### config.mk
export PLATFORM = sky130hd
export DESIGN_NAME = pbts_front
export DESIGN_NICKNAME = d
export VERILOG_FILES = /design/src/rtl/pbts_pkg.sv /design/src/rtl/pbts_front.sv
export SDC_FILE = /design/constraint.sdc
export NUM_CORES = 1
export LEC_CHECK = 0
export ABC_AREA = 1
export BUFFER_PORTS_ARGS = -buffer_cell sky130_fd_sc_hd__buf_2
export CAP_MARGIN = 10
export CORE_MARGIN = 1.5
export CORE_UTILIZATION = 46
export DETAILED_ROUTE_END_ITERATION = 7
export GPL_TIMING_DRIVEN = 0
export PLACE_DENSITY = 0.77
export SKIP_LAST_GASP = 1
export SYNTH_ARGS = -nofsm -noshare
export SYNTH_HDL_FRONTEND = slang
export SYNTH_SLANG_ARGS = --single-unit
### constraint.sdc
create_clock -name clock -period 7.3 [get_ports clock]
set_clock_uncertainty 0.2 [all_clocks]
set_input_delay 1.095 -clock clock [delete_from_list [all_inputs] [get_ports clock]]
set_output_delay 1.095 -clock clock [all_outputs]
set_load 0.05 [all_outputs]
### src/rtl/pbts_pkg.sv
// Package for the priority bitmap task scheduler: sizes, operation codes,
// payload structs and the front-to-back command struct. No dependencies.
package pbts_pkg;

   localparam int PRIORITY_LEVELS = 32;
   localparam int MAX_TASKS       = 64;
   localparam int TASK_W          = 6;
   localparam int LEVEL_W         = 5;
   localparam int TIME_W          = 64;
   localparam int CNT_W           = 7;
   localparam int QDEPTH          = 2;

   localparam logic [1:0] FUNC_ENQUEUE = 2'd0;
   localparam logic [1:0] FUNC_PICK    = 2'd1;
   localparam logic [1:0] FUNC_SLEEP   = 2'd2;
   localparam logic [1:0] FUNC_TICK    = 2'd3;

   typedef struct packed {
      logic [1:0]          func;
      logic [TASK_W-1:0]   task_id;
      logic [7:0]          priority_req;
      logic [TIME_W-1:0]   wake_time;
      logic [TIME_W-1:0]   now;
   } req_type;

   typedef struct packed {
      logic [TASK_W-1:0]          selected_task;
      logic                       was_idle;
      logic [CNT_W-1:0]           woken_count;
      logic [PRIORITY_LEVELS-1:0] nonempty_levels;
   } rsp_type;

   // Classified command handed from the front part to the back part.
   typedef struct packed {
      logic [1:0]          func;
      logic [TASK_W-1:0]   task_id;
      logic [LEVEL_W-1:0]  level;
      logic [TIME_W-1:0]   wake_time;
      logic [TIME_W-1:0]   now;
   } cmd_type;

endpackage

### src/rtl/pbts_front.sv
// Front part: takes request transactions, clamps the priority and pushes
// classified commands into a short queue. Depends on pbts_pkg.
module pbts_front (
   input  logic              clock,
   input  logic              reset,
   input  logic              req_valid,
   output logic              req_stall,
   input  pbts_pkg::req_type req_data,
   output logic              cmd_valid,
   input  logic              cmd_pop,
   output pbts_pkg::cmd_type cmd_data
);
   import pbts_pkg::*;

   localparam int PTR_W = $clog2(QDEPTH);

   cmd_type          q_ff [QDEPTH];
   logic [PTR_W-1:0] wr_ptr_ff, rd_ptr_ff;
   logic [PTR_W:0]   count_ff;
   logic             push;
   cmd_type          cmd_in;

   assign req_stall = (count_ff == (PTR_W+1)'(QDEPTH));
   assign push      = req_valid && !req_stall;
   assign cmd_valid = (count_ff != '0);
   assign cmd_data  = q_ff[rd_ptr_ff];

   always_comb begin
      cmd_in.func      = req_data.func;
      cmd_in.task_id   = req_data.task_id;
      cmd_in.level     = (req_data.priority_req >= 8'(PRIORITY_LEVELS)) ?
                         LEVEL_W'(PRIORITY_LEVELS-1) : req_data.priority_req[LEVEL_W-1:0];
      cmd_in.wake_time = req_data.wake_time;
      cmd_in.now       = req_data.now;
   end

   always_ff @(posedge clock) begin
      if (reset) begin
         wr_ptr_ff <= '0;
         rd_ptr_ff <= '0;
         count_ff  <= '0;
      end else begin
         if (push) begin
            wr_ptr_ff <= wr_ptr_ff + 1'b1;
         end
         if (cmd_pop) begin
            rd_ptr_ff <= rd_ptr_ff + 1'b1;
         end
         count_ff <= count_ff + (PTR_W+1)'(push) - (PTR_W+1)'(cmd_pop);
      end
      if (push) begin
         q_ff[wr_ptr_ff] <= cmd_in;
      end
   end
endmodule

==> flow_summary.json, run 1 <==
{
  "pin_count": 291,
  "cts_tree": "yes",
  "grt_pass1_vias": 5732,
  "die_x_um": 156,
  "synth-seq-cells": 287,
  "core_area_um2": 22800,
  "start_kind": "flip-flop",
  "fin_crit_ns": 3.19,
  "grt_setup_unrepaired": "no",
  "endpoint_kind": "output pin",
  "crit_required_ns": 6.00,
  "drtIter0Drc": 237,
  "overflow": 0,
  "clk_pin_slew_ns": 0.06,
  "r2r_cells": 6,
  "grtUsageTotal_pct": 15.8,
  "grt_pass1_wl_um": 29800,
  "yosysWarnings": 0,
  "numClockSinks": 287,
  "antenna_found_initial": 6,
  "mostFrequentLayoutCell": "buf_2",
  "ant_nets": 0,
  "drt_pass1_iterations": 4,
  "cts-hold-fix-buffers": 0,
  "power_density_nw_per_um2": 313,
  "insertion_delay_ns": 0.52,
  "die_h_um": 156,
  "place_ws_ns": 4.24,
  "hpwl_um": 13600,
  "post-cts-setup-buffers": 0,
  "area_delta_synth_final_pct": 26.7,
  "path_max_fanout": 10,
  "post_cts_resized": 0,
  "stdcell_count": 1150,
  "hold_depth": 2,
  "place_inst": 1092,
  "syn-cell-area_um2": 10800,
  "slowest_delay_ns": 0.32,
  "io_buffers": 290,
  "grt_max_degree": 75,
  "clock-root-buffer": "clkbuf_16",
  "finalHoldViolations": 0,
  "htree_levels": 1,
  "multi_input_area_um2": 2060,
  "critical_path_arrival_ns": 1.89,
  "period_share_pct": 43.7,
  "ir_worst_vdd_mv": 0.296,
  "slew_violations": 0,
  "core.rowCount": 55,
  "cts_buffers": 29,
  "final_nets": 960,
  "fmaxAchievable_ghz": 0.314,
  "setup_viol": 0,
  "drc": 0,
  "avgSynthCellArea_um2": 22.4,
  "drv_cap": 0,
  "synthCells": 484,
  "vias": 5490,
  "crit_top_cell": "buf_6",
  "setup_slack_ns": 4.11,
  "place_congestion": 0.729,
  "dpl-instance-area_um2": 12800,
  "fin_area_um2": 13700,
  "start_util_pct": 47.4,
  "nFillCells": 1743,
  "dieArea_um2": 24500,
  "mostFrequentLayoutCells": "295 x buf_2, 282 x edfxtp_1, 90 x mux2_4",
  "slowest_stage": "dfxtp_1",
  "leakagePower_nw": 5.37,
  "clk_path_buf_depth": 3,
  "max-slew-margin-rel_pct": 46.6,
  "crit_type": "reg -> out",
  "wl_um": 20000,
  "synth-seq-area-share_pct": 79.1,
  "drive_above_1_share_pct": 59.4,
  "min_path_type": "reg -> reg",
  "tightestPinTransition_ns": 0.799,
  "regArea_um2": 8570,
  "wire_per_inst_um": 17.4,
  "path_cells": "buf_6 -> buf_8 -> buf_6 -> mux2_4 -> buf_2",
  "ys_types": 15,
  "status": "finished, final reports clean",
  "detail_route.vias_per_cell": 4.77,
  "syn_nets": 634
}
-- where the power goes --
| part | switching [mW] | internal, mW | total (mW) |
|---|---|---|---|
| Combinational | 0.607 | 0.270 | 0.877 |
| Sequential | 0.0320 | 1.97 | 2.01 |
| Clock | 0.578 | 0.833 | 1.41 |
-- stage by stage --
stage / TNS, ns / total power [mW] / utilization (%) / hold WS [ns]
6_report: 0 / 4.29 / 60.0 / 0.317
5_1_grt: 0 / 4.45 / 60.0 / 0.363
2_1_floorplan: 0 / 2.72 / - / 0.280
3_5_place_dp: 0 / 2.93 / 56.0 / 0.315
3_3_place_gp: -44.58 / 2.92 / 55.5 / 0.295
4_1_cts: 0 / 4.35 / 60.0 / 0.324
-- flip-flops by register name, indices dropped and copies added (netlist names), named ones only --
register   flops
count_ff       2
q_ff         282
rd_ptr_ff      1
wr_ptr_ff      1
-- critical path: cells and delay by family (launching register included) --
family | cells | cell delay [ns]
mux | 1 | 0.32
flops | 1 | 0.32
buf+inv | 4 | 0.72
-- cell families after synthesis --
kind of cell             Yosys count  synth area share, %
flip-flops                       287                 79.1
multiplexers                     141                 17.8
buffers and inverters             30                 1.90
AND/OR/NAND/NOR                   21                0.763
AO/OA/AOI/OAI                      2               0.0925
XOR/XNOR                           1               0.0809
adder cells (fa/ha/maj)            2                0.231
-- area by class of cell --
cell class / instances / area share [%]
tap: 313 / 2.86
inverter: 14 / 0.420
buffer: 16 / 1.11
clock inverter: 18 / 1.20
clock buffer: 35 / 5.46
sequential: 287 / 62.5
multi-input combinational: 167 / 15.0
antenna: 5 / 0.0912
timing repair buffer: 295 / 11.4
-- final timing paths --
check                           slack [ns]                     to                    from
worst min-delay path                  0.32              flip-flop  rd_ptr_ff$_SDFFE_PP0P_
worst max-delay path                  4.11           cmd_data[46]               flip-flop
worst min register to register        0.32              flip-flop  rd_ptr_ff$_SDFFE_PP0P_
worst max register to register        4.92  q_ff[0][80]$_DFFE_PP_  count_ff[0]$_SDFF_PP0_
-- synthesized netlist by cell type --
master / count / area share [%]
dfxtp_1: 5 / 0.92
buf_2: 5 / 0.23
mux2_2: 51 / 5.3
mux2_4: 90 / 12
ha_1: 2 / 0.23
nand2_1: 12 / 0.42
xnor2_1: 1 / 0.081
nand3_1: 2 / 0.092
nor3_1: 1 / 0.046
buf_8: 1 / 0.14
inv_1: 14 / 0.49
nor2_1: 6 / 0.21
buf_6: 10 / 1.0
a21oi_1: 2 / 0.092
edfxtp_1: 282 / 78
-- layer usage --
layer	wire length [um]	share of wire, %	GRT usage [%]	up-vias
met5	13	0.065	0	-
li1	-	-	-	2563
met2	10100	50	27.7	219
met4	600	3.0	6.44	2
met3	1750	8.8	5.23	43
met1	7590	38	17.8	2663
(Power assumes the default switching activity.)
==> run 2: changes to the inputs <==
--- a/config.mk
+++ b/config.mk
@@ -5,14 +5,14 @@
 export SDC_FILE = /design/constraint.sdc
 export NUM_CORES = 1
 export LEC_CHECK = 0
-export ABC_AREA = 1
+export ABC_AREA = 0
 export BUFFER_PORTS_ARGS = -buffer_cell sky130_fd_sc_hd__buf_2
 export CAP_MARGIN = 10
 export CORE_MARGIN = 1.5
 export CORE_UTILIZATION = 46
 export DETAILED_ROUTE_END_ITERATION = 7
 export GPL_TIMING_DRIVEN = 0
-export PLACE_DENSITY = 0.77
+export PLACE_DENSITY = 0.74
 export SKIP_LAST_GASP = 1
 export SYNTH_ARGS = -nofsm -noshare
 export SYNTH_HDL_FRONTEND = slang
==> constraint.sdc (replaced) <==
create_clock -name clock -period 3.3 [get_ports clock]
set_clock_uncertainty 0.2 [all_clocks]
set_input_delay 0.495 -clock clock [delete_from_list [all_inputs] [get_ports clock]]
set_output_delay 0.495 -clock clock [all_outputs]
set_load 0.05 [all_outputs]
==> run 2 against run 1 <==
  * Worst hold slack worse by 0.25 ns
  * First-iteration DRC count shrank 22%
  * Die area down 0.15%
  * Register-to-register slack lost 4.4 ns
  * Via count grew 9.5%
  * Highest routed layer is now met4
  * Routed wire length up 14%
  * Critical path depth increased by 1
  * Setup slack got worse by 3.6 ns
  * Cell count increased by 10%
  * Sequential cell count unchanged
  * Critical path type is now reg -> reg
  * Largest cell class unchanged
  * Sequential power increased by 120%
==> flow_summary.json, run 2 <==
{
  "status": "finished, final reports clean",
  "power_density_nw_per_um2": 641,
  "critical_path_arrival_ns": 2.78,
  "drc": 0,
  "setup_viol": 0,
  "synth_top_area_share_pct": 78.3,
  "drive_above_1_share_pct": 51.9,
  "hpwl_um": 13900,
  "netlist_top_cells_area": "edfxtp_1 78%, mux2_4 13%, mux2_2 5.3%",
  "detail_route.vias_per_cell": 4.74,
  "p_int_mw": 6.75,
  "start_kind": "flip-flop",
  "overflow": 0,
  "path_max_fanout": 39,
  "crit_required_ns": 3.31,
  "numClockSinks": 287,
  "power_frac_clock_pct": 30.1,
  "cts_buffers": 29,
  "dieArea_um2": 24400,
  "clk_pin_slew_ns": 0.06,
  "syn-cell-area_um2": 10800,
  "area_delta_synth_final_pct": 38.8,
  "period_share_pct": 84.0,
  "wire_per_inst_um": 18.0,
  "fmaxAchievable_ghz": 0.361,
  "grtUsageTotal_pct": 18.0,
  "vias": 6014,
  "endpoint_kind": "flip-flop",
  "drt_pass1_iterations": 4,
  "grt_max_degree": 62,
  "netlist_top_cells_count": "282 x edfxtp_1, 90 x mux2_4, 51 x mux2_2",
  "syn_nets": 621,
  "synth_most_common_cell": "edfxtp_1",
  "post-route-util_pct": 65.6,
  "ir_worst_vdd_mv": 0.475,
  "synth_compound_area_share_pct": 0.0926,
  "regMostFlops": "q_ff",
  "fin_area_um2": 15000,
  "min_path_type": "in -> reg",
  "clk_path_buf_depth": 3,
  "netSwitchingFraction_pct": 29.7,
  "drv_cap": 0,
  "finalHoldViolations": 0,
  "pin_count": 291,
  "insertion_delay_ns": 0.54,
  "synth-seq-cells": 287,
  "tightestPinTransition_ns": 0.806,
  "die_x_um": 156,
  "avgSynthCellArea_um2": 22.9,
  "reg.largest.list": "q_ff x282, count_ff x2",
  "max-slew-margin-rel_pct": 46.1,
  "synthAdderAreaFrac_pct": 0.232,
  "cts_tree": "yes",
  "synth.area.mux_share_pct": 17.8,
  "synth-seq-area-share_pct": 79.3,
  "grt_pass1_wl_um": 33800,
  "htree_levels": 1,
  "power_switching_mw": 2.86,
  "synth_simple_gate_area_share_pct": 0.880,
  "leakagePower_nw": 5.85,
  "synth_edf_count": 282,
  "wl_um": 22900,
  "p_seq_share_pct": 46.7,
  "core_area_um2": 22800,
  "antenna_found_initial": 1,
  "mostFrequentLayoutCells": "295 x buf_2, 282 x edfxtp_1, 137 x dlygate4sd3_1",
  "mostFrequentLayoutCell": "buf_2",
  "slew_violations": 0,
  "synth_ff_type": "edfxtp_1",
  "dpl-instance-area_um2": 12800,
  "synthArstFlopShare_pct": 0,
  "grt_setup_unrepaired": "no",
  "place_congestion": 0.729,
  "fin_crit_ns": 2.77,
  "final_nets": 1084,
  "ant_nets": 0,
  "core.rowCount": 55,
  "yosysWarnings": 0,
  "die_h_um": 156,
  "comb_power_share_pct": 23.2,
  "ys_types": 23,
  "yosysTopAreaCell": "edfxtp_1",
  "synthCells": 471,
  "io_buffers": 290,
  "synth_top_family_by_area": "multiplexers",
  "post_cts_resized": 0,
  "start_util_pct": 47.3,
  "clock-root-buffer": "clkbuf_16",
  "crit_type": "reg -> reg",
  "grt_pass1_vias": 6392,
  "largest_register_ffs": 282,
  "drtIter0Drc": 184,
  "synth_xor_area_share_pct": 0.162
}
[run 2: cell count changes in the layout (fill, tap and decap cells not counted), moves of 2 or more]
cell,delta
inv_1,-11
diode_2,-4
dlygate4sd3_1,+137
nand2_1,-11
nand2b_1,+4
inv_6,-2
clkinv_1,+2
nor2_1,-2
clkinvlp_4,+4
nand3_1,-2
bufinv_16,-3
[run 2: repair_timing]
item	in CTS	in global routing
endpoints found under the hold margin	277	0
buffers inserted	0	0
hold buffers	137	0
[run 2: layer usage]
| layer | wire length [um] | global-route usage [%] |
|---|---|---|
| met3 | 1740 | 4.54 |
| met4 | 463 | 5.03 |
| met1 | 8630 | 20.4 |
| met5 | 0 | 0 |
| met2 | 12000 | 33.6 |
[run 2: stage by stage]
stage	total power [mW]	hold WS, ns	instances	setup slack [ns]	TNS (ns)
2_1_floorplan	6.16	0.256	471	-0.195	-27.56
3_3_place_gp	6.62	0.273	1074	-1.46	-295.18
3_5_place_dp	6.66	0.310	1079	0.541	0
4_1_cts	9.67	0.0416	1268	0.503	0
5_1_grt	9.94	0.0562	1269	0.418	0
6_report	9.61	0.0626	1269	0.528	0
[run 2: cells by family after synthesis]
| group | Yosys count |
|---|---|
| AOI/OAI and AO/OA | 2 |
| xor gates and xnor gates | 2 |
| adders and majority gates | 2 |
| buffers and inverters | 20 |
| DFF | 287 |
| muxes | 141 |
| and+or+nand+nor | 17 |
[run 2: final timing paths]
| path | from | to | slack (ns) | cells after the start |
|---|---|---|---|---|
| worst max register to register | count_ff[0]$_SDFF_PP0_ | q_ff[0][39]$_DFFE_PP_ | 0.53 | 6 |
| worst max-delay path | count_ff[0]$_SDFF_PP0_ | q_ff[0][39]$_DFFE_PP_ | 0.53 | 6 |
| worst min register to register | wr_ptr_ff$_SDFFE_PP0P_ | wr_ptr_ff$_SDFFE_PP0P_ | 0.32 | 2 |
| worst min-delay path | req_data[128] | q_ff[0][128]$_DFFE_PP_ | 0.06 | 2 |
[run 2: power groups by stage]
stage	clock, mW	sequential, mW	combinational [mW]
after floorplan	0	4.56	1.60
after global placement	0	4.59	2.04
after detailed placement	0	4.56	2.10
after CTS	2.94	4.48	2.24
after global routing	3.09	4.51	2.34
final	2.89	4.49	2.23
[run 2: layout make-up]
class | count | area [um^2]
diodes | 1 | 2.50
plain buffers | 16 | 153
clock buffers | 34 | 744
clock inverters | 18 | 87.6
fillers | 1534 | 7850
inverters | 4 | 22.5
multi-input cells | 164 | 2090
flip-flops and latches | 287 | 8570
well taps | 313 | 392
repair buffers | 432 | 2940
[run 2: critical path, stage by stage, from the launching register on]
cell and delay, ns:
dfxtp_1 0.37, nand2b_4 0.17, clkinvlp_4 0.09, or3_4 0.40, clkinvlp_4 0.56, buf_12 0.31, buf_12 0.26
